===== src/esca_pkg.sv =====
// ============================================================================
// esca_pkg
// Shared types, widths and constants of the event scan accumulator.
// ============================================================================
package esca_pkg;

    // store depth, a power of two
    localparam int MAX_POSITIONS = 65536;
    localparam int TIME_SCALE    = 25;
    localparam int ADDR_W        = $clog2(MAX_POSITIONS);

    // field widths
    localparam int TIME_W   = 48;
    localparam int PIX_W    = 16;
    localparam int POS_W    = 16;
    localparam int DOSE_W   = 32;
    localparam int SUM_W    = 40;
    localparam int RING_W   = 32;
    localparam int LINE_W   = 48;
    localparam int DWELL_W  = 16;
    localparam int DIM_W    = 11;
    localparam int CTR_W    = 14;
    localparam int SQ_W     = 28;
    localparam int MASK_W   = 2;
    localparam int CFG_IDX_W  = 3;
    localparam int CFG_DATA_W = 28;

    // derived widths
    localparam int SCALED_W = TIME_W + $clog2(TIME_SCALE + 1);
    localparam int DEN_W    = DWELL_W;
    localparam int STEP_W   = $clog2(SCALED_W + 1);
    localparam int SLOT_W   = 2 * DIM_W;
    localparam int KY_W     = PIX_W;
    localparam int DX_W     = DIM_W + 5;
    localparam int DY_W     = KY_W + 5;
    localparam int D2_W     = 2 * DY_W;

    // command queue between front and back
    localparam int CMDQ_DEPTH = 2;

    // register indexes
    typedef enum logic [CFG_IDX_W-1:0] {
        REG_DWELL_DIVISOR,
        REG_SCAN_WIDTH,
        REG_SCAN_HEIGHT,
        REG_CENTER_X,
        REG_CENTER_Y,
        REG_RING_INNER_SQ,
        REG_RING_OUTER_SQ,
        REG_ENABLE_MASK
    } cfg_index_t;

    typedef struct packed {
        logic [DWELL_W-1:0] dwell_divisor;
        logic [DIM_W-1:0]   scan_width;
        logic [DIM_W-1:0]   scan_height;
        logic [CTR_W-1:0]   center_x;
        logic [CTR_W-1:0]   center_y;
        logic [SQ_W-1:0]    ring_inner_sq;
        logic [SQ_W-1:0]    ring_outer_sq;
        logic [MASK_W-1:0]  enable_mask;
    } cfg_t;

    typedef struct packed {
        logic              operation;
        logic [TIME_W-1:0] arrival_time;
        logic [PIX_W-1:0]  pixel_index;
        logic [POS_W-1:0]  read_address;
    } item_t;

    typedef struct packed {
        logic [POS_W-1:0]  position;
        logic [DOSE_W-1:0] dose_count;
        logic [SUM_W-1:0]  sum_x;
        logic [SUM_W-1:0]  sum_y;
        logic [RING_W-1:0] ring_count;
        logic [LINE_W-1:0] line_number;
        logic              line_advanced;
    } result_t;

    // divider request and response
    typedef struct packed {
        logic                start;
        logic [SCALED_W-1:0] num;
        logic [DEN_W-1:0]    den;
        logic [STEP_W-1:0]   steps;
    } div_req_t;

    typedef struct packed {
        logic                done;
        logic [SCALED_W-1:0] quo;
        logic [DEN_W-1:0]    rem;
    } div_rsp_t;

    // classified transaction handed from front to back
    typedef struct packed {
        logic              is_read;
        logic              adv;
        logic              ring_hit;
        logic [SLOT_W-1:0] slot;
        logic [DIM_W-1:0]  kx;
        logic [KY_W-1:0]   ky;
        logic [SLOT_W-1:0] row_base;
        logic [DIM_W-1:0]  row_len;
        logic [LINE_W-1:0] line;
    } cmd_t;

endpackage


===== src/esca_cmd_queue.sv =====
// ============================================================================
// esca_cmd_queue
// Short command queue between front and back.
// ============================================================================
module esca_cmd_queue
    import esca_pkg::*;
(
    input  logic clk,
    input  logic rst_n,
    input  logic push,
    input  cmd_t din,
    output logic full,
    input  logic pop,
    output cmd_t dout,
    output logic empty
);

    localparam int QP_W = (CMDQ_DEPTH > 1) ? $clog2(CMDQ_DEPTH) : 1;

    cmd_t            q_mem [CMDQ_DEPTH];
    logic [QP_W-1:0] wr_ptr_reg;
    logic [QP_W-1:0] rd_ptr_reg;
    logic [QP_W:0]   count_reg;

    assign full  = (count_reg == (QP_W+1)'(CMDQ_DEPTH));
    assign empty = (count_reg == '0);
    assign dout  = q_mem[rd_ptr_reg];

    // pointers and fill count
    always_ff @(posedge clk or negedge rst_n)
    begin
        if (!rst_n)
        begin
            wr_ptr_reg <= '0;
            rd_ptr_reg <= '0;
            count_reg  <= '0;
        end
        else
        begin
            if (push && !full)
            begin
                wr_ptr_reg <= (wr_ptr_reg == QP_W'(CMDQ_DEPTH - 1)) ? '0
                              : wr_ptr_reg + QP_W'(1);
            end
            if (pop && !empty)
            begin
                rd_ptr_reg <= (rd_ptr_reg == QP_W'(CMDQ_DEPTH - 1)) ? '0
                              : rd_ptr_reg + QP_W'(1);
            end
            if ((push && !full) && !(pop && !empty))
            begin
                count_reg <= count_reg + (QP_W+1)'(1);
            end
            else if (!(push && !full) && (pop && !empty))
            begin
                count_reg <= count_reg - (QP_W+1)'(1);
            end
        end
    end

    // storage
    always_ff @(posedge clk)
    begin
        if (push && !full)
        begin
            q_mem[wr_ptr_reg] <= din;
        end
    end

endmodule


===== config.mk =====
export PLATFORM = sky130hd
export DESIGN_NAME = esca_cmd_queue
export DESIGN_NICKNAME = d
export VERILOG_FILES = /design/src/esca_pkg.sv /design/src/esca_cmd_queue.sv
export SDC_FILE = /design/constraint.sdc
export NUM_CORES = 1
export LEC_CHECK = 0
export BUFFER_PORTS_ARGS = -buffer_cell sky130_fd_sc_hd__buf_4
export CAP_MARGIN = 0
export CORE_UTILIZATION = 44
export DETAILED_ROUTE_END_ITERATION = 12
export PLACE_DENSITY = 0.69
export SLEW_MARGIN = 20
export SYNTH_ARGS = -nofsm -noshare
export SYNTH_HDL_FRONTEND = slang
export SYNTH_SLANG_ARGS = --single-unit

===== constraint.sdc =====
create_clock -name clk -period 13.74 [get_ports clk]
set_input_delay 0 -clock clk [delete_from_list [all_inputs] [get_ports clk]]
set_output_delay 0 -clock clk [all_outputs]
set_load 0.05 [all_outputs]

# Word level (Yosys, flattened, before mapping)
# Memories as Yosys holds them, arrays and structs flattened.
# Index checks and enable logic that the tools add are counted.
[classes]
muxes = 6
order_cmp = 0
div_mod_pow = 0
shifts = 0
bitwise = 0
reduce_logical = 10
n_addsub = 4
mul = 0
eq_ne = 1
[op_table]
columns = ["op", "n"]
rows = [
  ["$logic_and 1x1->1", 4],
  ["$logic_not 1->1", 4],
  ["$mux 1", 4],
  ["$mux 2", 2],
  ["$add 1x1->1 const B", 2],
  ["$add 2x1->2 const B", 1],
  ["$eq 2x2->1 const B", 1],
  ["$logic_not 2->1", 1],
  ["$reduce_bool 2->1", 1],
  ["$sub 2x1->2 const B", 1],
]
[totals]
rom_bits = 0
word_cells = 25
latch_bits = 0
n_memories = 1
reg_bits = 4
mem_bits_rw = 266
[memory_table]
columns = ["memory", "depth", "word_bits", "rd", "rd_ports_with_merged_regs", "wr", "line", "source"]
rows = [
  ["q_mem", 2, 133, 1, 0, 1, "esca_cmd_queue.sv:20", "cmd_t q_mem [CMDQ_DEPTH];"],
]

# Depth between registers and ports, before layout
[depth]
word_depth = 7
ltp_mapped = 7
depth_no_buf = 7

# Worst setup path before layout
# No wires, ideal clock.
[synth_timing]
path_kind = "reg-to-reg"
startpoint = "reg count_reg[0]"
endpoint = "mem q_mem[0][0] (netlist bit) (enable)"
setup_time_ps = 627
path_slack_ps = 6944
arrival_ps = 6169
period_less_slack_ps = 6796
required_ps = 13113
stages_incl_launch_ff = 4
cell_sequence = "dfrtp_1 nand2b_1 nand2_1 nor2_1"
[synth_between]
elab_chain_len = 5
[synth_lines]
columns = ["element", "line", "source"]
rows = [
  ["start: declaration", "esca_cmd_queue.sv:23", "logic [QP_W:0] count_reg;"],
  ["start signal: assignment", "esca_cmd_queue.sv:52", "count_reg <= count_reg + (QP_W+1)'(1);"],
  ["start signal: assignment", "esca_cmd_queue.sv:56", "count_reg <= count_reg - (QP_W+1)'(1);"],
  ["$eq 2x2->1", "esca_cmd_queue.sv:25", "assign full = (count_reg == (QP_W+1)'(CMDQ_DEPTH));"],
  ["$logic_not 1->1", "esca_cmd_queue.sv:64", "if (push && !full)"],
  ["$logic_and 1x1->1", "esca_cmd_queue.sv:64", ""],
  ["$mux 1", "esca_cmd_queue.sv:64", ""],
  ["$mux 1 (not written as such)", "esca_cmd_queue.sv:66", "q_mem[wr_ptr_reg] <= din;"],
  ["end: declaration", "esca_cmd_queue.sv:20", ""],
]
# No other way between the ends.

==> impl_results.md <==
- Routed WL: 21080 µm
- Switch Pwr: 1.348 mW
- Setup Fix Bufs, Post-CTS: 0
- Fin nets: 998
- Yosys top cell area share: 79.62%
- Clock skew: 0.008653 ns
- Post-synth EDFFs: 266
- Die area: 23410 µm²
- Worst-margin pin slew: 1.114 ns
- Critical Path AT: 3.32 ns
- Setup crit start: rd_ptr_reg$_DFFE_PN0P_
- Cell type with the largest total area after synthesis: edfxtp_1
- Slew Limit Fails: 0
- Max layer used: met4
- Ys flop type: edfxtp_1
- Metal-1 WL: 8715 µm
- Buffers added on ports: 271
- All-Layer GR Usage: 17.66%
- Reg2Reg Depth: 3
- Synth top area cells: edfxtp_1 (80%), mux2_4 (9.0%), mux2_2 (8.2%)
- Ys Warns: 0
- Gp weighted congestion: 0.7466
- Worst reg2reg setup slack: 10.96 ns
- #FFs+latches synth: 270
- DR vias: 5554
- Overflow after GRT: 0
- Initial Utilization: 45.41%
- Initial antenna violation count: 0
- Worst slew margin: 25.73%
- Worst reg2reg path startpoint: count_reg[0]$_DFFE_PN0P_
- CTS resizes: 0
- Mapped Nets: 571
- Avg Cell Area, Syn: 23.17 µm²
- DP Area: 12340 µm²
- Clock Pin Slew Worst Setup and Hold Paths: 0.06 ns
- Worst VDD drop: 0.1713 mV
- Routed wl met2: 10590 µm
- RSZ-0062 raised after global routing: false
- F_max: 301.4 MHz
- Final setup violation count: 0
- Clock buffer count from CTS: 28
- DRT Pass-1 Iters: 5
- Std cell rows: 54
- Post-Syn Area: 10030 µm²
- Fin area: 14610 µm²
- Endpoint type of the worst setup path: primary output
- Leakage: 5.694 nW
- Core area: 22090 µm²
- Required @ worst endpoint: 13.74 ns
- Ys async rst share: 1.481%
- Die Ht: 153.0 µm
- Minimum clock period: 3.318 ns
- Comb pwr share: 43.3%
- Sum of negative setup slack: 0 ns
- DP HPWL: 12610 µm
- Clock Tree Buf Depth: 3
- Synth top cells by count: edfxtp_1 (266), mux2_2 (73), mux2_4 (60)
- Num Clock Sinks: 270
- R2R Path End: q_mem[1][82]$_DFFE_PP_
- Hold_buf cts: 137
- Metal3 WL: 1287 µm
- Hold Path Class: input port to register
- Max-cap violations: 0
- Status: completed
- Largest net degree at the start of global routing: 82
- Clock power share: 21.2%
- Root Buffer: clkbuf_16
- Sw frac: 39.19%
- Diode count: 0
- Flop pwr share: 35.6%
- Crit start category: register
- Post-Synthesis Cells: 433
- Yosys cell types: 15
- Worst Setup EP: dout[25]
- Count of final hold-check violations: 0
- Final ANT Viol Nets: 0
- Chip width: 153.0 µm
- P_int: 2.091 mW
- P per Cell Area: 235.3 nW/µm²
- First-pass GRT wire length: 32340 µm
- WL per Instance: 18.14 µm
- Largest register FFs: 266
- I/O pins: 272
- Seq/Total Area, Yosys: 80.62%
- Area grow syn2layout: 45.66%
- Worst skew pair latency: 0.52 ns
- Crit-path max FO: 72
- DR iter-0 viols: 238
- DRC Markers: 0
- Most numerous cell in the Yosys netlist: edfxtp_1
- CTS tree: yes
- Number of global-route vias before repair: 6074
- WHS Path Cells: 2
- Crit path kind: register to primary output
- DR vias/cell: 4.780
- Tcrit/Tclk final: 24.15%
- H-tree Lvls: 1
- Fraction of layout cells with a size suffix above 1: 51.47%
## metal layers
| layer | up-vias | track usage, % |
|---|---|---|
| met5 | - | 0 |
| met4 | 0 | 4.906 |
| met3 | 38 | 3.771 |
| met2 | 225 | 31.35 |
| met1 | 2720 | 21.82 |
| li1 | 2571 | - |
## area by class of cell
type,instances,area (µm²)
flip-flops and latches,270,8092
fillers,1448,7481
repair buffers,412,3440
multi-input cells,146,1824
clock buffers,37,775.7
well taps,280,350.3
clock inverters,15,123.9
inverters,2,7.507
## stage by stage
stage / total power [mW] / hold slack [ns] / util [%] / setup slack (ns) / std cells
final: 3.439 / 0.1991 / 66.14 / 10.42 / 1162
after global routing: 3.556 / 0.1823 / 66.14 / 10.24 / 1162
after CTS: 3.461 / 0.1721 / 66.12 / 10.35 / 1162
after detailed placement: 2.699 / -0.1988 / 55.84 / 10.92 / 973
after global placement: 2.674 / -0.2039 / 55.84 / 10.96 / 973
after floorplan: 2.329 / -0.2956 / - / 6.944 / 433
## critical path: stages, from the launching register on
cell and delay [ns]:
dfrtp_4 1.11, buf_4 0.94, mux2_2 0.44, buf_4 0.19
## power groups by stage
| stage | clock, mW | combinational, mW | sequential [mW] |
|---|---|---|---|
| 6_report | 0.727 | 1.49 | 1.22 |
| 5_1_grt | 0.775 | 1.54 | 1.24 |
| 4_1_cts | 0.743 | 1.49 | 1.22 |
| 3_5_place_dp | 0 | 1.46 | 1.24 |
| 3_3_place_gp | 0 | 1.45 | 1.23 |
| 2_1_floorplan | 0 | 1.12 | 1.21 |
## worst min-delay path by stage
stage	startpoint	to	slack [ns]
after floorplan	rst_n	count_reg[0]$_DFFE_PN0P_	-0.30
after CTS	din[108]	q_mem[0][108]$_DFFE_PP_	0.17
after global routing	din[114]	q_mem[0][114]$_DFFE_PP_	0.18
final	din[80]	q_mem[0][80]$_DFFE_PP_	0.20
after detailed placement	rst_n	wr_ptr_reg$_DFFE_PN0N_	-0.20
after global placement	rst_n	wr_ptr_reg$_DFFE_PN0N_	-0.20
## cell families (layout without fill, tap and decap cells)
family / after synthesis / in the layout / synth area share, %
adder cells (fa/ha/maj): 1 / 1 / 0.1247
AO/OA/AOI/OAI: 1 / 1 / 0.04984
AND/OR/NAND/NOR: 6 / 6 / 0.2744
buffers and inverters: 17 / 466 / 1.322
XOR/XNOR: 5 / 5 / 0.4366
flip-flops: 270 / 270 / 80.62
multiplexers: 133 / 133 / 17.17
## cell usage in the layout, fill, tap and decap left out
master and count:
xnor2_1 3, edfxtp_1 266, dfrtp_1 3, buf_6 1
mux2_2 73, clkinv_2 9, xor2_1 2, nor2_4 1
and3_4 1, nand2b_1 1, buf_4 274, dfrtp_4 1
mux2_4 60, inv_1 2, clkbuf_1 6, dlygate4sd3_1 137
ha_1 1, clkinvlp_4 1, clkbuf_16 29, bufinv_16 2
nand2_1 1, clkinv_1 3, o21ai_0 1, nor2_1 2
clkbuf_8 2
Power figures use the tool's default switching activity.
