[config.mk]
export PLATFORM = sky130hd
export DESIGN_NAME = esca_front
export DESIGN_NICKNAME = d
export VERILOG_FILES = /design/src/esca_pkg.sv /design/src/esca_front.sv
export SDC_FILE = /design/constraint.sdc
export NUM_CORES = 2
export LEC_CHECK = 0
export ABC_AREA = 0
export BUFFER_PORTS_ARGS = -buffer_cell sky130_fd_sc_hd__buf_2
export CORE_ASPECT_RATIO = 1.1
export CORE_MARGIN = 10
export CORE_UTILIZATION = 38
export CTS_CLUSTER_SIZE = 28
export DETAILED_ROUTE_END_ITERATION = 6
export SETUP_SLACK_MARGIN = 0.2
export SYNTH_ARGS = -nofsm -noshare
export SYNTH_HDL_FRONTEND = slang
export SYNTH_SLANG_ARGS = --single-unit
[constraint.sdc]
create_clock -name clk -period 28.3 [get_ports clk]
set_clock_uncertainty 0.1 [all_clocks]
set_input_delay 4.245 -clock clk [delete_from_list [all_inputs] [get_ports clk]]
set_output_delay 4.245 -clock clk [all_outputs]
set_load 0.01 [all_outputs]
[src/esca_pkg.sv]
// ============================================================================
// esca_pkg
// Shared types, widths and constants of the event scan accumulator.
// ============================================================================
package esca_pkg;

    // store depth, a power of two
    localparam int MAX_POSITIONS = 65536;
    localparam int TIME_SCALE    = 25;
    localparam int ADDR_W        = $clog2(MAX_POSITIONS);

    // field widths
    localparam int TIME_W   = 48;
    localparam int PIX_W    = 16;
    localparam int POS_W    = 16;
    localparam int DOSE_W   = 32;
    localparam int SUM_W    = 40;
    localparam int RING_W   = 32;
    localparam int LINE_W   = 48;
    localparam int DWELL_W  = 16;
    localparam int DIM_W    = 11;
    localparam int CTR_W    = 14;
    localparam int SQ_W     = 28;
    localparam int MASK_W   = 2;
    localparam int CFG_IDX_W  = 3;
    localparam int CFG_DATA_W = 28;

    // derived widths
    localparam int SCALED_W = TIME_W + $clog2(TIME_SCALE + 1);
    localparam int DEN_W    = DWELL_W;
    localparam int STEP_W   = $clog2(SCALED_W + 1);
    localparam int SLOT_W   = 2 * DIM_W;
    localparam int KY_W     = PIX_W;
    localparam int DX_W     = DIM_W + 5;
    localparam int DY_W     = KY_W + 5;
    localparam int D2_W     = 2 * DY_W;

    // command queue between front and back
    localparam int CMDQ_DEPTH = 2;

    // register indexes
    typedef enum logic [CFG_IDX_W-1:0] {
        REG_DWELL_DIVISOR,
        REG_SCAN_WIDTH,
        REG_SCAN_HEIGHT,
        REG_CENTER_X,
        REG_CENTER_Y,
        REG_RING_INNER_SQ,
        REG_RING_OUTER_SQ,
        REG_ENABLE_MASK
    } cfg_index_t;

    typedef struct packed {
        logic [DWELL_W-1:0] dwell_divisor;
        logic [DIM_W-1:0]   scan_width;
        logic [DIM_W-1:0]   scan_height;
        logic [CTR_W-1:0]   center_x;
        logic [CTR_W-1:0]   center_y;
        logic [SQ_W-1:0]    ring_inner_sq;
        logic [SQ_W-1:0]    ring_outer_sq;
        logic [MASK_W-1:0]  enable_mask;
    } cfg_t;

    typedef struct packed {
        logic              operation;
        logic [TIME_W-1:0] arrival_time;
        logic [PIX_W-1:0]  pixel_index;
        logic [POS_W-1:0]  read_address;
    } item_t;

    typedef struct packed {
        logic [POS_W-1:0]  position;
        logic [DOSE_W-1:0] dose_count;
        logic [SUM_W-1:0]  sum_x;
        logic [SUM_W-1:0]  sum_y;
        logic [RING_W-1:0] ring_count;
        logic [LINE_W-1:0] line_number;
        logic              line_advanced;
    } result_t;

    // divider request and response
    typedef struct packed {
        logic                start;
        logic [SCALED_W-1:0] num;
        logic [DEN_W-1:0]    den;
        logic [STEP_W-1:0]   steps;
    } div_req_t;

    typedef struct packed {
        logic                done;
        logic [SCALED_W-1:0] quo;
        logic [DEN_W-1:0]    rem;
    } div_rsp_t;

    // classified transaction handed from front to back
    typedef struct packed {
        logic              is_read;
        logic              adv;
        logic              ring_hit;
        logic [SLOT_W-1:0] slot;
        logic [DIM_W-1:0]  kx;
        logic [KY_W-1:0]   ky;
        logic [SLOT_W-1:0] row_base;
        logic [DIM_W-1:0]  row_len;
        logic [LINE_W-1:0] line;
    } cmd_t;

endpackage

[src/esca_front.sv]
// ============================================================================
// esca_front
// Accepts transactions, finds slot, detector coordinates, line advance and
// ring test, and hands a classified command to the back.
// ============================================================================
module esca_front
    import esca_pkg::*;
(
    input  logic     clk,
    input  logic     rst_n,
    input  logic     push,
    input  item_t    item,
    output logic     full,
    input  logic     ready,
    input  cfg_t     cfg,
    output div_req_t div_req,
    input  div_rsp_t div_rsp,
    output cmd_t     cmd,
    output logic     cmd_push,
    input  logic     cmd_full
);

    typedef enum logic [3:0] {
        F_IDLE,
        F_DIV_T,
        F_DIV_W,
        F_DIV_H,
        F_DIV_P,
        F_LINE,
        F_DIV_R,
        F_RING,
        F_CMP,
        F_PUSH
    } state_t;

    state_t              state_reg;
    logic [LINE_W-1:0]   lc_reg;
    div_req_t            req_reg;
    cmd_t                cmd_reg;
    logic [PIX_W-1:0]    pix_reg;
    logic [SCALED_W-1:0] q_reg;
    logic [DIM_W-1:0]    r_reg;
    logic [SLOT_W-1:0]   slot_reg;
    logic [DIM_W-1:0]    kx_reg;
    logic [KY_W-1:0]     ky_reg;
    logic                adv_reg;
    logic [SLOT_W-1:0]   row_base_reg;
    logic [D2_W-1:0]     dxsq_reg;
    logic [D2_W-1:0]     dysq_reg;

    logic [DIM_W-1:0]    w_nz;
    logic [DIM_W-1:0]    h_nz;
    logic [DWELL_W-1:0]  d_nz;
    logic [SCALED_W-1:0] scaled;
    logic [LINE_W-1:0]   line_inc;
    logic [SCALED_W-1:0] row_num;
    logic signed [DX_W-1:0]   dx;
    logic signed [DY_W-1:0]   dy;
    logic signed [2*DX_W-1:0] dx_prod;
    logic signed [D2_W-1:0]   dy_prod;
    logic [D2_W-1:0]     d2;
    logic                hit;
    logic                accept;

    // operand preparation
    always_comb
    begin
        w_nz     = (cfg.scan_width == '0) ? DIM_W'(1) : cfg.scan_width;
        h_nz     = (cfg.scan_height == '0) ? DIM_W'(1) : cfg.scan_height;
        d_nz     = (cfg.dwell_divisor == '0) ? DWELL_W'(1) : cfg.dwell_divisor;
        scaled   = SCALED_W'(item.arrival_time) * SCALED_W'(TIME_SCALE);
        line_inc = lc_reg + LINE_W'(1);
        row_num  = SCALED_W'(line_inc) + SCALED_W'(1);
        dx       = $signed({1'b0, kx_reg, 4'b0}) - $signed(DX_W'(cfg.center_x));
        dy       = $signed({1'b0, ky_reg, 4'b0}) - $signed(DY_W'(cfg.center_y));
        dx_prod  = dx * dx;
        dy_prod  = dy * dy;
        d2       = dxsq_reg + dysq_reg;
        hit      = (d2 > D2_W'(cfg.ring_inner_sq)) && (d2 <= D2_W'(cfg.ring_outer_sq));
        accept   = push && !full;
    end

    assign full     = (state_reg != F_IDLE) || !ready;
    assign cmd_push = (state_reg == F_PUSH) && !cmd_full;
    assign cmd      = cmd_reg;
    assign div_req  = req_reg;

    // sequencer
    always_ff @(posedge clk or negedge rst_n)
    begin
        if (!rst_n)
        begin
            state_reg    <= F_IDLE;
            lc_reg       <= '0;
            req_reg      <= '0;
            cmd_reg      <= '0;
            pix_reg      <= '0;
            q_reg        <= '0;
            r_reg        <= '0;
            slot_reg     <= '0;
            kx_reg       <= '0;
            ky_reg       <= '0;
            adv_reg      <= 1'b0;
            row_base_reg <= '0;
            dxsq_reg     <= '0;
            dysq_reg     <= '0;
        end
        else
        begin
            // start is a one-cycle pulse; no request is issued while it is high
            if (req_reg.start)
            begin
                req_reg.start <= 1'b0;
            end
            case (state_reg)
                F_IDLE:
                begin
                    if (accept)
                    begin
                        pix_reg <= item.pixel_index;
                        if (item.operation)
                        begin
                            cmd_reg.is_read  <= 1'b1;
                            cmd_reg.adv      <= 1'b0;
                            cmd_reg.ring_hit <= 1'b0;
                            cmd_reg.slot     <= SLOT_W'(item.read_address);
                            cmd_reg.kx       <= '0;
                            cmd_reg.ky       <= '0;
                            cmd_reg.row_base <= '0;
                            cmd_reg.row_len  <= '0;
                            cmd_reg.line     <= lc_reg;
                            state_reg        <= F_PUSH;
                        end
                        else
                        begin
                            req_reg   <= '{1'b1, scaled, DEN_W'(d_nz), STEP_W'(SCALED_W)};
                            state_reg <= F_DIV_T;
                        end
                    end
                end
                // scaled time over dwell gives the total position
                F_DIV_T:
                begin
                    if (div_rsp.done)
                    begin
                        req_reg   <= '{1'b1, div_rsp.quo, DEN_W'(w_nz), STEP_W'(SCALED_W)};
                        state_reg <= F_DIV_W;
                    end
                end
                // total over width gives line and column
                F_DIV_W:
                begin
                    if (div_rsp.done)
                    begin
                        q_reg     <= div_rsp.quo;
                        r_reg     <= div_rsp.rem[DIM_W-1:0];
                        req_reg   <= '{1'b1, div_rsp.quo, DEN_W'(h_nz), STEP_W'(SCALED_W)};
                        state_reg <= F_DIV_H;
                    end
                end
                // line modulo height gives the image row
                F_DIV_H:
                begin
                    if (div_rsp.done)
                    begin
                        slot_reg  <= SLOT_W'(div_rsp.rem[DIM_W-1:0]) * SLOT_W'(w_nz)
                                     + SLOT_W'(r_reg);
                        req_reg   <= '{1'b1, {pix_reg, {(SCALED_W-PIX_W){1'b0}}},
                                       DEN_W'(w_nz), STEP_W'(PIX_W)};
                        state_reg <= F_DIV_P;
                    end
                end
                // pixel index split into kx and ky
                F_DIV_P:
                begin
                    if (div_rsp.done)
                    begin
                        kx_reg    <= div_rsp.rem[DIM_W-1:0];
                        ky_reg    <= div_rsp.quo[KY_W-1:0];
                        state_reg <= F_LINE;
                    end
                end
                // line advance check
                F_LINE:
                begin
                    if (q_reg > SCALED_W'(lc_reg))
                    begin
                        lc_reg    <= line_inc;
                        adv_reg   <= 1'b1;
                        req_reg   <= '{1'b1, row_num, DEN_W'(h_nz), STEP_W'(SCALED_W)};
                        state_reg <= F_DIV_R;
                    end
                    else
                    begin
                        adv_reg   <= 1'b0;
                        state_reg <= F_RING;
                    end
                end
                // row to clear
                F_DIV_R:
                begin
                    if (div_rsp.done)
                    begin
                        row_base_reg <= SLOT_W'(div_rsp.rem[DIM_W-1:0]) * SLOT_W'(w_nz);
                        state_reg    <= F_RING;
                    end
                end
                // squared offsets
                F_RING:
                begin
                    dxsq_reg  <= D2_W'($unsigned(dx_prod));
                    dysq_reg  <= $unsigned(dy_prod);
                    state_reg <= F_CMP;
                end
                F_CMP:
                begin
                    cmd_reg.is_read  <= 1'b0;
                    cmd_reg.adv      <= adv_reg;
                    cmd_reg.ring_hit <= hit;
                    cmd_reg.slot     <= slot_reg;
                    cmd_reg.kx       <= kx_reg;
                    cmd_reg.ky       <= ky_reg;
                    cmd_reg.row_base <= row_base_reg;
                    cmd_reg.row_len  <= w_nz;
                    cmd_reg.line     <= lc_reg;
                    state_reg        <= F_PUSH;
                end
                F_PUSH:
                begin
                    if (!cmd_full)
                    begin
                        state_reg <= F_IDLE;
                    end
                end
                default:
                begin
                    state_reg <= F_IDLE;
                end
            endcase
        end
    end

endmodule

=== After elaboration in Yosys (flattened, before gate mapping) ===
Index checks and enable logic that the tools add are counted.

* Bits in registers: 487
* Bits of input ports: 280
* Output and inout bits: 211
* Word-level logic and storage cells: 104

* Add/subtract/negate cells: 6
* $mul: 4
* $lt $le $gt $ge: 3
* Equality and inequality tests: 19
* Muxes and demuxes: 24
* Reductions and logical operators: 23

{| class="wikitable"
|+ Operators with widths
! operator !! count
|-
| $mux 76 || 6
|-
| $pmux 76 s5 || 1
|-
| $mux 133 || 2
|-
| $pmux 133 s2 || 1
|-
| $gt 53x48->1 || 1
|-
| $mul 48x5->53 const B || 1
|-
| $add 48x1->49 const B || 1
|-
| $add 48x1->48 const B || 1
|-
| $add 32x42->42 || 1
|-
| $gt 42x28->1 || 1
|-
| $le 42x28->1 || 1
|-
| $mul 21x21->42 || 1
|-
| $pmux 4 s10 || 1
|-
| $mul 16x16->32 || 1
|-
| $mux 4 || 8
|-
| $add 22x11->22 || 1
|-
| $logic_not 11->1 || 2
|-
| $mul 11x11->22 || 1
|-
| $mux 11 || 2
|-
| $sub 20x14->21 || 1
|-
| $ne 2x2->1 const B || 10
|-
| $eq 4x3->1 const B || 4
|-
| $logic_not 16->1 || 1
|-
| $mux 16 || 1
|-
| 15 further kinds || 28
|}

=== Logic depth before layout (Yosys ltp) ===
* Depth after elaboration: 6
* Mapped depth: 39
* Gate-level depth less buffers: 36

=== Worst setup path before layout ===
Ideal clock, no wire load.

* Kind: input-to-reg
* From: in cfg[58] (netlist bit)
* To: reg dysq_reg[36]
* Setup time: 0.133 ns
* Arrival: 13.183 ns
* Required time: 28.067 ns
* Slack: 14.884 ns
* Stages: 37
* Path buffers: 3
* Cell sequence: clkbuf_1 > inv_1 > clkbuf_1 > ha_1 > nor4bb_1 > o21ai_0 > a21boi_0 > o2111ai_1 > a31oi_1 > a31o_2 > or3_1 > xor2_1 > inv_1 > clkbuf_1 > nand2_1 > inv_1 > fa_1 > fa_1 > inv_1 > fa_1 > inv_1 > fa_1 > fa_1 > fa_1 > inv_1 > fa_1 > inv_1 > ha_1 > nor2b_1 > o21ai_0 > a21oi_1 > o21a_1 > or4_1 > a2111oi_0 > nor2_1 > xnor2_1 > o21ai_0

* Cells in the longest elaborated chain, start to end: 2

{| class="wikitable"
|+ RTL lines
! item !! RTL line !! RTL
|-
| start, declared || esca_front.sv:15 || <nowiki>input cfg_t cfg,</nowiki>
|-
| $sub 20x14->21 || esca_front.sv:75 || <nowiki>dy = $signed({1'b0, ky_reg, 4'b0}) - $signed(DY_W'(cfg.center_y));</nowiki>
|-
| $mul 21x21->42 || esca_front.sv:77 || <nowiki>dy_prod = dy * dy;</nowiki>
|-
| end signal, assigned || esca_front.sv:212 || <nowiki>dysq_reg <= $unsigned(dy_prod);</nowiki>
|-
| end, declared || esca_front.sv:49 || <nowiki>logic [D2_W-1:0] dysq_reg;</nowiki>
|}

No other way between the ends.
A chain may end at the register's enable or synchronous reset.

=== Worst setup path in the final report ===
* From: in cfg[59] (netlist bit)
* To: reg dysq_reg[40]

The elaborated chain is that of the path after synthesis.

==> impl_metrics.yaml <==
die:
  die_x_um: 398
  num_rows: 152
  io_pins: 491
  die-area_um2: 174000
  start_util_pct: 38.3
  core_area_um2: 156000
  die_h_um: 436
timing:
  final_hold_viol_count: 0
  setup_tns_ps: 0
  setup_viol: 0
  period_needed_ps: 13870
  fmax_mhz: 72.1
  drv_slew: 0
  worstMarginPinSlew_ps: 1060
  finalCritPeriodShare_pct: 49.0
  finalWorstSetupSlack_ps: 14430
  rsz0062_at_grt: "no"
  relSlewSlack_pct: 28.6
grt:
  grt_usage_pct: 21.8
  grt_pass1_vias: 50000
  grt_pass1_wl_mm: 295
  grt_max_degree: 96
  grt-ovfl-total: 0
  antenna_found_initial: 33
outcome:
  status: "finished, violations left"
  violations: "DRC"
worst_setup_path:
  cp_data_required_time_ps: 28690
  max_stage_delay_ps: 640
  crit_arrival_ps: 14270
  critPathMaxFanout: 14
  cp-start-kind: "input pin"
  setup.worst_path.class: "input pin to register"
  worstSetupEndpointType: "register"
  worst_path_most_repeated_cell: "fa_1"
  cp_slowest_cell: "nor4bb_1"
route:
  drt_wl_total_mm: 192
  ant_nets: 0
  drt_iter0_drc: 3228
  wl_per_cell_um: 21.2
  drc: 4
  dr.pass1.iters: 7
  vias: 47700
  via_per_inst: 5.27
clock_network:
  clock_sinks: 481
  clk_pin_slew_ps: 70
  htree_levels: 2
  clkLatencyLatePin_ps: 700
  cts_root_buf: "clkbuf_16"
  cts_setup_buffers: 0
  cts_buffers: 57
  cts_resized: 0
  hold_buffers: 0
  clockBufferDepth: 3
  cts_tree: "yes"
synthesis:
  syn_inst: 6528
  avgSynthCellArea_um2: 9.15
  ys_ff_latch: 481
  synth_top_area_cell: "fa_1"
  netlist_area_um2: 59800
  synth_top_area_share_pct: 26.0
  synth_cell_types: 102
  synth.area.top_cells: "fa_1 26%, dfrtp_1 20%, ha_1 12%, inv_1 8.1%, nand2_1 4.0%"
  async_reset_ff_share_pct: 100
  synth-edff-count: 0
  yosysWarnings: 0
  synth_flop_cell: "dfrtp_1"
  yosysSeqAreaShare_pct: 20.1
cells_and_area:
  largest_reg_flops: 133
  layout-drive-gt1-share_pct: 12.1
  final_cell_mix: "1284 x inv_1, 775 x fa_1, 640 x nand2_1"
  final_util_pct: 42.6
  syn2layout_area_growth_pct: 11.2
  final_cells: 9046
  n_fill_cell: 15500
  final_nets: 8566
  final_common_cell: "inv_1"
placement:
  dpl.cell_count: 8939
  port_buffers: 481
  post-dp-hpwl_mm: 157
  dp_worst_setup_slack_ps: 14020
  place_congestion: 0.923
flow_run:
  cap_violations: 0
min_path:
  min_path_type: "register to register"
per-layer routing:
metal / GRT usage, % / wire length, um / vias up
met5: 0 / 210 / -
met4: 6.77 / 6460 / 34
met3: 6.09 / 16100 / 293
met2: 36.2 / 90300 / 1412
met1: 27.3 / 78900 / 23900
li1: - / - / 22000
synth_stat cells, drive strengths merged, types with 22 or more instances:
cell	instances
xnor2	239
xor2	83
buf	24
ha	592
clkbuf	200
and3	22
a22o	78
o21a	35
a222oi	50
nor2	433
o21ai	282
nor4	38
a31oi	33
mux2	127
dfrtp	481
inv	1294
fa	775
nand3	75
nor2b	23
a21oi	235
or3	30
o211ai	26
nand2	642
o21bai	25
a21o	87
and2	86
nor3	97
nand4	71
a211oi	40
cell type report:
class / instances / area, um2 / share of cell area [%]
inverters: 1309 / 4910 / 7.39
well taps: 2079 / 2600 / 3.91
clock inverters: 22 / 373 / 0.561
diodes: 9 / 22.5 / 0.0339
multi-input cells: 4516 / 42000 / 63.2
repair buffers: 554 / 2970 / 4.46
flip-flops and latches: 481 / 12000 / 18.1
clock buffers: 76 / 1580 / 2.38
logic make-up after synthesis:
| logic type | after synthesis | share of synthesized area (%) |
|---|---|---|
| and+or+nand+nor | 1605 | 12.3 |
| buffers and inverters | 1534 | 9.78 |
| adders and majority gates | 1367 | 38.4 |
| AOI/OAI and AO/OA | 1082 | 12.1 |
| DFF | 481 | 20.1 |
| xor gates and xnor gates | 322 | 4.72 |
| muxes | 136 | 2.54 |
| other | 1 | 0.00627 |
through the flow:
stage	hold slack (ps)	instance area [um2]
finish	375	66500
CTS	379	66400
global placement	357	64500
global route	397	66500
detailed placement	358	64500
floorplan	338	59800
worst paths after layout:
check	from	to	slack [ps]	cells past startpoint
worst max-delay path	cfg[59]	dysq_reg[40]$_DFFE_PN0P_	14430	34
worst min-delay path	cmd[10]$_DFFE_PN0P_	cmd[10]$_DFFE_PN0P_	370	2
worst max register to register	kx_reg[0]$_DFFE_PN0P_	dxsq_reg[29]$_DFFE_PN0P_	17500	31
worst min register to register	cmd[10]$_DFFE_PN0P_	cmd[10]$_DFFE_PN0P_	370	2
max in group asynchronous	rst_n	cmd[119]$_DFFE_PN0P_	21980	4
min in group asynchronous	rst_n	q_reg[14]$_DFFE_PN0P_	3440	1
critical path, delay by kind of cell:
kind | cells | cell delay, ps
AO/OA/AOI/OAI | 12 | 3190
XOR/XNOR | 2 | 230
adder cells (fa/ha/maj) | 9 | 3930
buffers and inverters | 7 | 1110
AND/OR/NAND/NOR | 4 | 1530
Power is left out: the tool's default activity adds up to more than one toggle a clock period on the data nets, which glitch-free logic cannot reach.
