===== src/esca_pkg.sv =====
// ============================================================================
// esca_pkg
// Shared types, widths and constants of the event scan accumulator.
// ============================================================================
package esca_pkg;

    // store depth, a power of two
    localparam int MAX_POSITIONS = 65536;
    localparam int TIME_SCALE    = 25;
    localparam int ADDR_W        = $clog2(MAX_POSITIONS);

    // field widths
    localparam int TIME_W   = 48;
    localparam int PIX_W    = 16;
    localparam int POS_W    = 16;
    localparam int DOSE_W   = 32;
    localparam int SUM_W    = 40;
    localparam int RING_W   = 32;
    localparam int LINE_W   = 48;
    localparam int DWELL_W  = 16;
    localparam int DIM_W    = 11;
    localparam int CTR_W    = 14;
    localparam int SQ_W     = 28;
    localparam int MASK_W   = 2;
    localparam int CFG_IDX_W  = 3;
    localparam int CFG_DATA_W = 28;

    // derived widths
    localparam int SCALED_W = TIME_W + $clog2(TIME_SCALE + 1);
    localparam int DEN_W    = DWELL_W;
    localparam int STEP_W   = $clog2(SCALED_W + 1);
    localparam int SLOT_W   = 2 * DIM_W;
    localparam int KY_W     = PIX_W;
    localparam int DX_W     = DIM_W + 5;
    localparam int DY_W     = KY_W + 5;
    localparam int D2_W     = 2 * DY_W;

    // command queue between front and back
    localparam int CMDQ_DEPTH = 2;

    // register indexes
    typedef enum logic [CFG_IDX_W-1:0] {
        REG_DWELL_DIVISOR,
        REG_SCAN_WIDTH,
        REG_SCAN_HEIGHT,
        REG_CENTER_X,
        REG_CENTER_Y,
        REG_RING_INNER_SQ,
        REG_RING_OUTER_SQ,
        REG_ENABLE_MASK
    } cfg_index_t;

    typedef struct packed {
        logic [DWELL_W-1:0] dwell_divisor;
        logic [DIM_W-1:0]   scan_width;
        logic [DIM_W-1:0]   scan_height;
        logic [CTR_W-1:0]   center_x;
        logic [CTR_W-1:0]   center_y;
        logic [SQ_W-1:0]    ring_inner_sq;
        logic [SQ_W-1:0]    ring_outer_sq;
        logic [MASK_W-1:0]  enable_mask;
    } cfg_t;

    typedef struct packed {
        logic              operation;
        logic [TIME_W-1:0] arrival_time;
        logic [PIX_W-1:0]  pixel_index;
        logic [POS_W-1:0]  read_address;
    } item_t;

    typedef struct packed {
        logic [POS_W-1:0]  position;
        logic [DOSE_W-1:0] dose_count;
        logic [SUM_W-1:0]  sum_x;
        logic [SUM_W-1:0]  sum_y;
        logic [RING_W-1:0] ring_count;
        logic [LINE_W-1:0] line_number;
        logic              line_advanced;
    } result_t;

    // divider request and response
    typedef struct packed {
        logic                start;
        logic [SCALED_W-1:0] num;
        logic [DEN_W-1:0]    den;
        logic [STEP_W-1:0]   steps;
    } div_req_t;

    typedef struct packed {
        logic                done;
        logic [SCALED_W-1:0] quo;
        logic [DEN_W-1:0]    rem;
    } div_rsp_t;

    // classified transaction handed from front to back
    typedef struct packed {
        logic              is_read;
        logic              adv;
        logic              ring_hit;
        logic [SLOT_W-1:0] slot;
        logic [DIM_W-1:0]  kx;
        logic [KY_W-1:0]   ky;
        logic [SLOT_W-1:0] row_base;
        logic [DIM_W-1:0]  row_len;
        logic [LINE_W-1:0] line;
    } cmd_t;

endpackage


===== src/esca_div.sv =====
// ============================================================================
// esca_div
// Restoring divider, one quotient bit per cycle, shared by the front.
// ============================================================================
module esca_div
    import esca_pkg::*;
(
    input  logic     clk,
    input  logic     rst_n,
    input  div_req_t req,
    output div_rsp_t rsp
);

    logic                busy_reg;
    logic                done_reg;
    logic [STEP_W-1:0]   cnt_reg;
    logic [SCALED_W-1:0] num_reg;
    logic [SCALED_W-1:0] quo_reg;
    logic [DEN_W-1:0]    rem_reg;
    logic [DEN_W-1:0]    den_reg;
    logic [DEN_W:0]      trial;
    logic [DEN_W:0]      diff;
    logic                ge;

    // one trial subtraction
    always_comb
    begin
        trial = {rem_reg, num_reg[SCALED_W-1]};
        diff  = trial - {1'b0, den_reg};
        ge    = (trial >= {1'b0, den_reg});
    end

    // control
    always_ff @(posedge clk or negedge rst_n)
    begin
        if (!rst_n)
        begin
            busy_reg <= 1'b0;
            done_reg <= 1'b0;
            cnt_reg  <= '0;
        end
        else
        begin
            done_reg <= 1'b0;
            if (req.start)
            begin
                busy_reg <= 1'b1;
                cnt_reg  <= req.steps;
            end
            else if (busy_reg)
            begin
                cnt_reg <= cnt_reg - STEP_W'(1);
                if (cnt_reg == STEP_W'(1))
                begin
                    busy_reg <= 1'b0;
                    done_reg <= 1'b1;
                end
            end
        end
    end

    // datapath
    always_ff @(posedge clk)
    begin
        if (req.start)
        begin
            num_reg <= req.num;
            den_reg <= req.den;
            quo_reg <= '0;
            rem_reg <= '0;
        end
        else if (busy_reg)
        begin
            num_reg <= {num_reg[SCALED_W-2:0], 1'b0};
            quo_reg <= {quo_reg[SCALED_W-2:0], ge};
            rem_reg <= ge ? diff[DEN_W-1:0] : trial[DEN_W-1:0];
        end
    end

    assign rsp.done = done_reg;
    assign rsp.quo  = quo_reg;
    assign rsp.rem  = rem_reg;

endmodule


===== config.mk =====
export PLATFORM = sky130hd
export DESIGN_NAME = esca_div
export DESIGN_NICKNAME = d
export VERILOG_FILES = /design/src/esca_pkg.sv /design/src/esca_div.sv
export SDC_FILE = /design/constraint.sdc
export NUM_CORES = 1
export LEC_CHECK = 0
export BUFFER_PORTS_ARGS = -buffer_cell sky130_fd_sc_hd__buf_2
export CAP_MARGIN = 40
export CORE_ASPECT_RATIO = 1.25
export CORE_UTILIZATION = 45
export DETAILED_ROUTE_END_ITERATION = 8
export GPL_TIMING_DRIVEN = 0
export PLACE_DENSITY = 0.8
export SLEW_MARGIN = 20
export SYNTH_ARGS = -nofsm -noshare
export SYNTH_HDL_FRONTEND = slang
export SYNTH_SLANG_ARGS = --single-unit

===== constraint.sdc =====
create_clock -name clk -period 2.2 [get_ports clk]
set_clock_uncertainty 0.05 [all_clocks]
set_input_delay 0.33 -clock clk [delete_from_list [all_inputs] [get_ports clk]]
set_output_delay 0.33 -clock clk [all_outputs]
set_load 0.1 [all_outputs]

# Word-level counts from Yosys, hierarchy flattened
# Cells that the tools add are included.
# Widths: inputs -> output; s select.
word_totals:
  ram_bits: 0
  romBits: 0
  n_memories: 0
  output_inout_bits: 70
  elab_cells: 23
  inputBits: 78
  reg_bits: 146
  latch_bits: 0
classes:
  magnitude_cmp: 1
  muxes: 11
  bitwise_logic: 0
  add_sub_neg: 2
  n_eq_ne: 1
  n_mul: 0
  shifts: 0
  n_reduce_logical: 1
  div_mod_pow: 0
op_table:
  columns: ["operator", "n"]
  rows:
  - ["$mux 53", 2]
  - ["$ge 17x16->1", 1]
  - ["$mux 16", 1]
  - ["$sub 16x16->16", 1]
  - ["$mux 6", 2]
  - ["$eq 6x1->1 const B", 1]
  - ["$mux 1", 6]
  - ["$sub 6x1->6 const B", 1]
  - ["$reduce_bool 2->1", 1]

# Depth between registers and ports, before layout
# Gate-level depths: netlist of run 1.
logic_depth:
  depth_word: 4
  depth_mapped: 11
  mapped_depth_nobuf: 10

# Least setup slack after synthesis of run 1
# No wires, ideal clock.
synth_timing:
  path_type: "register to register"
  from: "register rem_reg[0]"
  to: "register rem_reg[12]"
  n_path_buf: 0
  path_stages_with_launch: 10
  setup_slack_ns: -0.851
  synth_period_minus_slack_ns: 3.051
  setup_time_ns: 0.091
  t_required_ns: 2.059
  arrival_ns: 2.910
  cell_sequence: "dfxtp_1 > inv_1 > fa_1 > and2b_1 > o31a_1 > o21ai_1 > o31ai_1 > mux2i_1 > o21ai_1 > a311oi_1"
synth_via:
  elab_chain_len: 2
  elab_cells_between_ends: 3
  classes_between: "add/sub (1); order compare (1); mux (1)"
synth_lines:
  columns: ["item", "line", "text"]
  rows:
  - ["start, declared", "esca_div.sv:19", "logic [DEN_W-1:0] rem_reg;"]
  - ["start signal, assigned", "esca_div.sv:76", "rem_reg <= ge ? diff[DEN_W-1:0] : trial[DEN_W-1:0];"]
  - ["$sub 16x16->16 or $ge 17x16->1 (tied branches)", "esca_div.sv:29, esca_div.sv:30", null]
  - ["$mux 16 *", "esca_div.sv:76", null]
# Mark *: on every way between the ends. The rest lies on a longest branch, timed or not.
# A chain may end at the register's enable or synchronous reset.

# Worst setup path after layout of run 1
layout_timing:
  from: "register num_reg[52]"
  to: "register rem_reg[12]"
layout_via:
  elab_chain_len: 2
  elab_cells_between_ends: 3
  classes_between: "add/sub (1); order compare (1); mux (1)"
layout_lines:
  columns: ["item", "line", "text"]
  rows:
  - ["start, declared", "esca_div.sv:17", "logic [SCALED_W-1:0] num_reg;"]
  - ["start signal, assigned", "esca_div.sv:67", "num_reg <= req.num;"]
  - ["start signal, assigned", "esca_div.sv:74", "num_reg <= {num_reg[SCALED_W-2:0], 1'b0};"]
  - ["$sub 16x16->16 or $ge 17x16->1 (tied branches)", "esca_div.sv:29, esca_div.sv:30", null]
  - ["$mux 16 *", "esca_div.sv:76", null]
# Marks and branches as above.

==> flow_summary.json, run 1 <==
{
  "status": "complete, but fails checks",
  "violations": "setup timing",
  "power.share.clock_pct": 40.4,
  "insertion_delay_ns": 0.42,
  "rrSetupSlack_ns": -0.25,
  "hold_path_class": "input port to flip-flop",
  "setup_ws_ns": -0.248,
  "antenna_found_initial": 0,
  "grt_pass1_vias": 4691,
  "worstPathMaxFanout": 3,
  "drc": 0,
  "fin_util_pct": 59.6,
  "final_area_um2": 8590,
  "start_util_pct": 46.1,
  "cpMaxStageDelayCell": "edfxtp_1",
  "p_seq_share_pct": 44.1,
  "ys_ff_latch": 146,
  "fin_cells": 944,
  "syn-num-nets": 666,
  "worstPathArrival_ns": 2.72,
  "cts.sink_count": 146,
  "row_count": 49,
  "final.period_utilization_pct": 111,
  "p_sw_share_pct": 25.9,
  "io_pins": 148,
  "num-fill-cells": 1162,
  "synth.avg_cell_area_um2": 11.7,
  "numCtsBuffers": 17,
  "dr.first_iter.drc_count": 252,
  "power.internal_uw": 5320,
  "die_area_um2": 15300,
  "cp_cell_sequence": "inv_1 -> ha_2 -> fa_2 -> and2b_1 -> o31a_1 -> o21ai_2 -> o31ai_4 -> mux2i_1 -> o21ai_1 -> a311oi_1",
  "crit_family": "compound AO/OA/AOI/OAI gates",
  "grt_pass1_wl_um": 22900,
  "first_pass_iters": 4,
  "syn_area_um2": 6640,
  "clock_path_buffers": 2,
  "slew_headroom_pct": 53.4,
  "cts_tree": "yes",
  "synth-main-ff-cell": "edfxtp_1",
  "tightest_slew_ns": 0.698,
  "ff2ff_path_depth": 10,
  "cap_viol_max_count": 0,
  "peakVddDrop_uv": 591,
  "ant_nets": 0,
  "num_vias": 4863,
  "p_leak_uw": 0.00401,
  "place_congestion": 0.833,
  "wl_per_cell_um": 15.7,
  "drv_slew": 0,
  "ys_seq_area_share_pct": 55.0,
  "slowest_delay_ns": 0.38,
  "rsz0062_at_grt": "yes",
  "synth_cells": 569,
  "clkTransAtPathRegs_ns": 0.06,
  "place.detailed.hpwl_um": 10400,
  "min_path_cells": 1,
  "coreArea_um2": 14400,
  "synth_edf_count": 69,
  "cts_root_buffer": "clkbuf_16",
  "dp_cells": 895,
  "critPathKind": "flip-flop to flip-flop",
  "die_x_um": 111,
  "finalWirelength_um": 14800,
  "ys.warnings.count": 0,
  "end_kind": "flip-flop",
  "crit_cells": 10,
  "pwr_density_cell_nw_per_um2": 835,
  "start_kind": "flip-flop",
  "grt-ovfl-total": 0,
  "fin_crit_ns": 2.45,
  "layout-drive-gt1-share_pct": 40.2,
  "gr-usage-all-layers_pct": 19.4,
  "io_buffers": 147,
  "syn2layout_area_growth_pct": 29.3,
  "cts-htree-levels": 4,
  "ys_types": 55,
  "place_area_um2": 7800,
  "cp.required_ns": 2.47,
  "hold_viol": 0,
  "fmax_mhz": 408,
  "critical_path_buf_inv_count": 1,
  "power_frac_comb_pct": 15.5,
  "grt_max_degree": 36,
  "die_h_um": 138,
  "p_sw_uw": 1860,
  "finalSetupViolCount": 13,
  "num_antenna_cells": 0,
  "vias_per_cell": 5.15,
  "num-nets-final": 851,
  "synthArstFlopShare_pct": 5.48
}
[cells in the mapped netlist, types with 2 or more instances]
cell type  number  area share (%)
and2_1          2            0.19
buf_1           9            0.51
xor2_1          8             1.1
edfxtp_1       69              31
or4b_1          2            0.30
a311oi_1        4            0.53
nor2_1         82             4.6
nor3_1          4            0.30
a211oi_1        4            0.45
o21ai_1         2            0.15
xnor2_1         9             1.2
a21o_1          2            0.23
mux2_2         52             8.8
buf_4           3            0.34
ha_1           18             3.4
a21oi_1        17             1.3
o21ai_0        12            0.90
nand4_1         2            0.19
o21ai_2         2            0.26
o31ai_1         5            0.57
o211ai_1        6            0.68
mux2i_1        59             8.9
dfxtp_1        69              21
nor3b_1         3            0.34
nand3b_1        2            0.23
buf_2           3            0.23
nand3_2         2            0.30
a311oi_2        3            0.68
inv_1          22             1.2
dfrtp_1         8             3.0
nand2_1        39             2.2
nand2b_1        6            0.57
a21oi_2         2            0.26
clkbuf_1       16            0.90
[per-layer routing]
metal	global-route usage (%)	routed length, µm	up-vias
li1	-	-	2399
met1	22.5	6110	2309
met2	33.4	7670	124
met3	5.42	672	31
met4	9.48	374	0
met5	0	0	-
[final cells by class]
type,count,area [µm²],share of cell area [%]
Timing Repair Buffer,168,928,10.8
Sequential cell,146,3700,43.1
Buffer,31,153,1.78
Clock buffer,18,429,4.99
Multi-Input combinational cell,368,2910,33.9
Clock inverter,13,159,1.85
Tap cell,178,223,2.59
Inverter,22,86.3,1.00
[cells by family after synthesis]
family | synth area share [%]
flip-flops | 55.0
adder cells (fa/ha/maj) | 3.69
multiplexers | 17.7
AO/OA/AOI/OAI | 7.40
AND/OR/NAND/NOR | 10.4
buffers and inverters | 3.62
XOR/XNOR | 2.24
[power by group through the flow]
stage / combinational, µW / sequential [µW] / clock [µW]
3_3_place_gp: 1020 / 3210 / 0
6_report: 1120 / 3160 / 2900
3_5_place_dp: 1040 / 3220 / 0
2_1_floorplan: 637 / 3360 / 0
5_1_grt: 1210 / 3180 / 3060
4_1_cts: 1080 / 3170 / 2950
[repair_timing]
| action | CTS | global route |
|---|---|---|
| endpoints found under the setup margin | 112 | 23 |
| gates resized for setup | 14 | 8 |
| buffers inserted | 12 | 7 |
| pin swaps | 20 | 12 |
| hold buffers | 1 | 0 |
| hold endpoints to repair | 8 | 0 |
| cloned | 1 | 0 |
[cells in the final DEF, fill, tap and decap left out, types with 4 or more instances in the layout]
| master | synthesis | final |
|---|---|---|
| buf_1 | 9 | 9 |
| clkbuf_16 | 0 | 17 |
| clkbuf_1 | 16 | 13 |
| nor2_1 | 82 | 82 |
| buf_2 | 3 | 148 |
| xnor2_1 | 9 | 9 |
| clkbuf_2 | 0 | 4 |
| a211oi_1 | 4 | 4 |
| a311oi_1 | 4 | 4 |
| dfrtp_1 | 8 | 8 |
| buf_4 | 3 | 19 |
| a21oi_1 | 17 | 15 |
| ha_1 | 18 | 10 |
| edfxtp_1 | 69 | 69 |
| o21ai_0 | 12 | 12 |
| inv_2 | 0 | 4 |
| inv_1 | 22 | 17 |
| xor2_1 | 8 | 8 |
| ha_4 | 0 | 7 |
| o211ai_1 | 6 | 6 |
| dfxtp_1 | 69 | 54 |
| nand2b_1 | 6 | 6 |
| mux2i_1 | 59 | 59 |
| dfxtp_4 | 0 | 12 |
| mux2_2 | 52 | 52 |
| nand2_1 | 39 | 36 |
[final timing paths]
check,from,endpoint
setup / recovery,num_reg[52]$_DFFE_PP_,rem_reg[12]$_SDFFE_PP0P_
hold / removal,req[14],den_reg[8]$_DFFE_PP_
setup reg to reg,num_reg[52]$_DFFE_PP_,rem_reg[12]$_SDFFE_PP0P_
hold reg to reg,quo_reg[6]$_SDFFE_PP0P_,quo_reg[6]$_SDFFE_PP0P_
max in group asynchronous,rst_n,done_reg$_DFF_PN0_
min in group asynchronous,rst_n,cnt_reg[2]$_DFFE_PN0P_
[per-stage QoR]
stage	TNS [ns]	power, µW	setup WS [ns]	hold WS [ns]
2_1_floorplan	-1.71	4000	-0.136	-0.0156
4_1_cts	-2.22	7190	-0.265	0.0211
3_5_place_dp	-74.02	4260	-0.617	0.137
5_1_grt	-3.52	7460	-0.362	0.0148
6_report	-1.53	7180	-0.248	0.0379
3_3_place_gp	-94.25	4230	-0.957	0.132
No activity file was read; power rests on OpenSTA's default activity.
==> run 2, diff against run 1 <==
--- a/config.mk
+++ b/config.mk
@@ -7,11 +7,13 @@
 export LEC_CHECK = 0
 export BUFFER_PORTS_ARGS = -buffer_cell sky130_fd_sc_hd__buf_2
 export CAP_MARGIN = 40
+export CELL_PAD_IN_SITES_DETAIL_PLACEMENT = 2
+export CELL_PAD_IN_SITES_GLOBAL_PLACEMENT = 2
 export CORE_ASPECT_RATIO = 1.25
-export CORE_UTILIZATION = 45
+export CORE_UTILIZATION = 25
 export DETAILED_ROUTE_END_ITERATION = 8
 export GPL_TIMING_DRIVEN = 0
-export PLACE_DENSITY = 0.8
+export PLACE_DENSITY = 0.69
 export SLEW_MARGIN = 20
 export SYNTH_ARGS = -nofsm -noshare
 export SYNTH_HDL_FRONTEND = slang
==> run 2 against run 1 <==
  * The flow still finishes with violations (setup timing)
  * Global-route usage shrank 5.0 points
  * Die area grew 79%
  * Count of clock-buffer cells in the layout rose by 9
  * First-iteration DRC count down 48%
  * Sequential share of layout area is 2.9 points lower
  * Combinational power is 15% higher
  * Clock power rose by 3%
==> flow_summary.json, run 2 (same netlist as run 1, synthesis figures left out) <==
{
  "whs_endpoint": "den_reg[0]$_DFFE_PP_",
  "cts_tree": "yes",
  "io_pins": 148,
  "grt_pass1_vias": 5376,
  "hold_path_class": "input port to flip-flop",
  "worstReg2RegEnd": "rem_reg[12]$_SDFFE_PP0P_",
  "dr.first_iter.drc_count": 132,
  "finalSetupViolCount": 16,
  "cts-htree-levels": 4,
  "cp-startpoint": "den_reg[0]$_DFFE_PP_",
  "end_kind": "flip-flop",
  "start_kind": "flip-flop",
  "holdWs_ns": 0.0231,
  "grt_pass1_wl_um": 29800,
  "slew_headroom_pct": 49.3,
  "grt-ovfl-total": 0,
  "peakVddDrop_uv": 452,
  "ant_nets": 0,
  "p_sw_share_pct": 26.8,
  "insertion_delay_ns": 0.43,
  "wl_per_cell_um": 17.3,
  "hp-start": "req[6]",
  "drc": 0,
  "cts_root_buffer": "clkbuf_16",
  "worstPathMaxFanout": 4,
  "slowest_delay_ns": 0.43,
  "fin_util_pct": 35.3,
  "clkTransAtPathRegs_ns": 0.07,
  "num_vias": 5074,
  "pwr_density_cell_nw_per_um2": 807,
  "place_congestion": 0.763,
  "cpMaxStageDelayCell": "edfxtp_1",
  "fmax_mhz": 390,
  "start_util_pct": 25.5,
  "power.share.clock_pct": 40.1,
  "hold_viol": 0,
  "critPathKind": "flip-flop to flip-flop",
  "worstPathArrival_ns": 2.85,
  "p_seq_share_pct": 42.6,
  "cp_cell_sequence": "ha_2 -> fa_2 -> and2b_1 -> o31a_1 -> o21ai_2 -> o31ai_4 -> mux2i_1 -> o21ai_1 -> a311oi_1",
  "fin_crit_ns": 2.56,
  "drv_slew": 0,
  "first_pass_iters": 4,
  "final_cell_mix": "buf_2, nor2_1, edfxtp_1, mux2i_1, dfxtp_1",
  "finalWirelength_um": 19600,
  "rrSetupSlack_ns": -0.36,
  "power.internal_uw": 5450,
  "place_ws_ns": -0.774,
  "row_count": 66,
  "syn2layout_area_growth_pct": 38.8,
  "gr-usage-all-layers_pct": 14.5,
  "rsz0062_at_grt": "yes",
  "grt_max_degree": 35,
  "place.detailed.hpwl_um": 13500,
  "final.period_utilization_pct": 116,
  "final_common_cell": "buf_2",
  "tightest_slew_ns": 0.760,
  "ff2ff_path_depth": 9,
  "cap_viol_max_count": 0,
  "setup_ws_ns": -0.362,
  "vias_per_cell": 4.48,
  "numCtsBuffers": 17,
  "num-nets-final": 871,
  "die_x_um": 148,
  "antenna_found_initial": 6,
  "p_sw_uw": 1990,
  "min_path_cells": 1,
  "layout-drive-gt1-share_pct": 44.2,
  "die_area_um2": 27200,
  "violations": "setup timing",
  "clock_path_buffers": 2,
  "coreArea_um2": 26100,
  "cts.sink_count": 146,
  "power_frac_comb_pct": 17.3,
  "p_leak_uw": 0.00419,
  "die_h_um": 184,
  "reg2reg_from": "den_reg[0]$_DFFE_PP_",
  "io_buffers": 147,
  "cp.required_ns": 2.49,
  "status": "complete, but fails checks",
  "num-fill-cells": 2822
}
run 2: power by group through the flow:
stage / clock network, µW / registers (µW) / logic [µW]
floorplan: 0 / 3360 / 637
global placement: 0 / 3220 / 1060
detailed placement: 0 / 3230 / 1080
CTS: 3080 / 3170 / 1180
global route: 3180 / 3200 / 1390
finish: 2980 / 3170 / 1290
run 2: what timing repair did:
item / in CTS / in global routing
cloned: 1 / 1
pin swaps: 18 / 27
gates resized for setup: 30 / 41
endpoints found under the setup margin: 151 / 108
buffers inserted: 18 / 16
hold endpoints to repair: 13 / 0
hold buffers: 6 / 0
run 2: how the worst max path moves through the flow:
stage                                    end
floorplan           rem_reg[12]$_SDFFE_PP0P_
global placement       num_reg[26]$_DFFE_PP_
detailed placement  quo_reg[16]$_SDFFE_PP0P_
CTS                 rem_reg[12]$_SDFFE_PP0P_
global route        rem_reg[12]$_SDFFE_PP0P_
finish              rem_reg[12]$_SDFFE_PP0P_
run 2: through the flow:
stage	std cells	area (µm²)	TNS, ns	power, µW
after floorplan	569	6820	-1.71	4000
after global placement	1056	7980	-112.74	4280
after detailed placement	1057	8000	-95.32	4310
after CTS	1112	8930	-12.76	7430
after global routing	1129	9210	-5.19	7770
final	1132	9220	-2.95	7440
run 2: final cells by class:
class / instances / area, µm² / area share, %
Antenna cell: 5 / 12.5 / 0.136
Buffer: 29 / 156 / 1.70
Clock buffer: 27 / 581 / 6.30
Clock inverter: 5 / 33.8 / 0.366
Inverter: 22 / 86.3 / 0.936
Multi-Input combinational cell: 368 / 3090 / 33.5
Sequential cell: 146 / 3700 / 40.1
Tap cell: 340 / 425 / 4.61
Timing Repair Buffer: 189 / 1130 / 12.2
Timing Repair inverter: 1 / 7.51 / 0.0814
run 2: critical path, delay by kind of cell (launching register included):
kind / cells / cell delay (ns)
compound gates: 5 / 0.97
fa+ha+maj: 2 / 0.55
flops: 1 / 0.43
mux: 1 / 0.23
simple gates: 1 / 0.22
run 2: per-layer routing:
metal,share of wire [%],vias up,wire length [µm],global-route usage [%]
met4,1.9,2,368,6.14
met1,40,2513,7740,15.7
met2,54,100,10500,26.1
met5,0.066,-,13,0
met3,4.9,26,961,4.18
li1,-,2433,-,-
==> run 3, diff against run 2 <==
--- a/config.mk
+++ b/config.mk
@@ -5,6 +5,7 @@
 export SDC_FILE = /design/constraint.sdc
 export NUM_CORES = 1
 export LEC_CHECK = 0
+export ABC_AREA = 1
 export BUFFER_PORTS_ARGS = -buffer_cell sky130_fd_sc_hd__buf_2
 export CAP_MARGIN = 40
 export CELL_PAD_IN_SITES_DETAIL_PLACEMENT = 2
@@ -13,7 +14,7 @@
 export CORE_UTILIZATION = 25
 export DETAILED_ROUTE_END_ITERATION = 8
 export GPL_TIMING_DRIVEN = 0
-export PLACE_DENSITY = 0.69
+export PLACE_DENSITY = 0.75
 export SLEW_MARGIN = 20
 export SYNTH_ARGS = -nofsm -noshare
 export SYNTH_HDL_FRONTEND = slang
==> run 3 against run 2 <==
  * The run now ends clean
  * Count of clock-buffer cells in the layout fell by 3
  * Non-clock buffer count fell by 27
  * Register-to-register slack improved by 0.50 ns
  * Critical endpoint unchanged
==> flow_summary.json, run 3 <==
{
  "syn2layout_area_growth_pct": 30.7,
  "io_buffers": 147,
  "final_cell_mix": "nand2_1, buf_2, inv_1, edfxtp_1, dfxtp_1",
  "synth-simple-area-share_pct": 25.2,
  "synth_fa_ha_area_share_pct": 3.63,
  "clock_path_buffers": 2,
  "syn-num-nets": 910,
  "synth-main-ff-cell": "edfxtp_1",
  "cap_viol_max_count": 0,
  "final_common_cell": "nand2_1",
  "peakVddDrop_uv": 524,
  "synth_cells": 813,
  "holdWs_ns": 0.0241,
  "vias_per_cell": 4.46,
  "clkTransAtPathRegs_ns": 0.06,
  "place.detailed.hpwl_um": 15500,
  "pwr_density_cell_nw_per_um2": 1100,
  "syn_area_um2": 6760,
  "die_area_um2": 27700,
  "numCtsBuffers": 17,
  "hp-start": "req[14]",
  "setup-tns-final_ns": 0,
  "synth.most_common_cell": "nand2_1",
  "status": "complete, no violations",
  "grt_pass1_wl_um": 32900,
  "fin_util_pct": 33.6,
  "synthTopCellsByArea": "edfxtp_1, dfxtp_1, nand2_1",
  "layout-drive-gt1-share_pct": 24.8,
  "critPathKind": "flip-flop to flip-flop",
  "die_h_um": 186,
  "synthArstFlopShare_pct": 5.48,
  "finalSetupViolCount": 0,
  "io_pins": 148,
  "synth-compound-area-share_pct": 6.13,
  "gr-usage-all-layers_pct": 15.7,
  "hold_path_class": "input port to flip-flop",
  "yosysTopAreaCell": "edfxtp_1",
  "cts.sink_count": 146,
  "final.period_utilization_pct": 93.6,
  "ff2ff_path_depth": 13,
  "cts_tree": "yes",
  "wl_per_cell_um": 15.6,
  "synthXorXnorAreaFrac_pct": 1.17,
  "synth.avg_cell_area_um2": 8.31,
  "fin_crit_ns": 2.06,
  "synth_common_cells": "nand2_1, inv_1, dfxtp_1, edfxtp_1, o22ai_1",
  "synth_mux_area_share_pct": 0,
  "antenna_found_initial": 7,
  "start_kind": "flip-flop",
  "ys_types": 35,
  "worstReg2RegEnd": "rem_reg[12]$_SDFFE_PP0P_",
  "row_count": 66,
  "tightest_slew_ns": 0.712,
  "multiInputGateArea_um2": 2580,
  "worstPathArrival_ns": 2.34,
  "p_leak_uw": 0.00431,
  "cts_root_buffer": "clkbuf_16",
  "min_path_cells": 1,
  "first_pass_iters": 4,
  "reg2reg_from": "num_reg[52]$_DFFE_PP_",
  "yosysTopAreaCellShare_pct": 30.7,
  "ys_ff_latch": 146,
  "ys_seq_area_share_pct": 54.1,
  "coreArea_um2": 26300,
  "synth_top_family_by_area": "simple AND/OR/NAND/NOR gates",
  "hold_viol": 0,
  "end_kind": "flip-flop",
  "drv_slew": 0,
  "whs_endpoint": "den_reg[8]$_DFFE_PP_",
  "place_congestion": 0.795,
  "grt_max_degree": 35,
  "cp.required_ns": 2.48,
  "ant_nets": 0,
  "dr.first_iter.drc_count": 136,
  "grt-ovfl-total": 0,
  "num-nets-final": 1089,
  "slew_headroom_pct": 52.5,
  "rrSetupSlack_ns": 0.14,
  "seqCellArea_um2": 3670,
  "drc": 0,
  "finalWirelength_um": 21000,
  "num_vias": 6006,
  "ys.warnings.count": 0,
  "start_util_pct": 25.7,
  "cts-htree-levels": 4,
  "fmax_mhz": 485,
  "worstPathMaxFanout": 3,
  "grt_pass1_vias": 6397,
  "num-fill-cells": 3077,
  "synth_edf_count": 69,
  "insertion_delay_ns": 0.43,
  "die_x_um": 149
}
==> run 3: where the power goes <==
part           internal, µW  switching, µW
logic                  1070           2330
registers              3170            209
clock network          1750           1200
==> run 3: logic make-up after synthesis <==
kind of cell / Yosys count
AOI/OAI and AO/OA: 66
adders and majority gates: 19
DFF: 146
xor gates and xnor gates: 9
buffers and inverters: 162
and+or+nand+nor: 411
==> run 3: layout make-up <==
cell class	instances	share of cell area, %
Antenna cell	3	0.0850
Buffer	32	2.05
Clock buffer	24	6.17
Clock inverter	8	0.623
Inverter	130	5.52
Multi-Input combinational cell	506	29.2
Sequential cell	146	41.6
Tap cell	340	4.81
Timing Repair Buffer	159	9.94
==> run 3: worst max-delay path by stage <==
stage,slack (ns),end,from
floorplan,0.1,rem_reg[2]$_SDFFE_PP0P_,rem_reg[15]$_SDFFE_PP0P_
global route,-0.03,rem_reg[12]$_SDFFE_PP0P_,num_reg[52]$_DFFE_PP_
detailed placement,-0.26,num_reg[13]$_DFFE_PP_,req[75]
global placement,-0.81,num_reg[8]$_DFFE_PP_,req[75]
CTS,0.05,rem_reg[12]$_SDFFE_PP0P_,den_reg[11]$_DFFE_PP_
finish,0.14,rem_reg[12]$_SDFFE_PP0P_,num_reg[52]$_DFFE_PP_
==> run 3: per-stage QoR <==
| step | total power [µW] | area (µm²) | instances | setup slack, ns |
|---|---|---|---|---|
| after floorplan | 5740 | 6780 | 813 | 0.0996 |
| after global placement | 6460 | 7940 | 1300 | -0.806 |
| after detailed placement | 6540 | 7960 | 1301 | -0.259 |
| after CTS | 9570 | 8590 | 1336 | 0.0486 |
| after global routing | 10300 | 8830 | 1346 | -0.0290 |
| final | 9730 | 8840 | 1348 | 0.140 |
==> run 3: per-layer routing <==
layer	vias to the layer above	part of all wire, %	GRT usage [%]
li1	2945	-	-
met1	2905	39	16.2
met2	108	54	29.3
met3	40	4.2	4.36
met4	8	2.8	6.57
met5	-	0.29	0
==> run 3: repair_timing <==
action | CTS | global route
setup endpoints to repair | 0 | 14
gates resized for setup | 0 | 22
hold endpoints to repair | 10 | 1
hold buffers | 3 | 1
setup buffers | 0 | 6
==> run 3: worst max-delay path, cell delays in order (launching register included) <==
cell and delay [ns]:
edfxtp_1 0.36, inv_1 0.05, ha_1 0.22, fa_1 0.42, inv_1 0.12, nand3_1 0.13
nand3_2 0.13, nand2_1 0.08, nand3_1 0.07, nand2_1 0.05, nand2_1 0.06, nand2_1 0.05
nand3_1 0.08, nand2_1 0.05
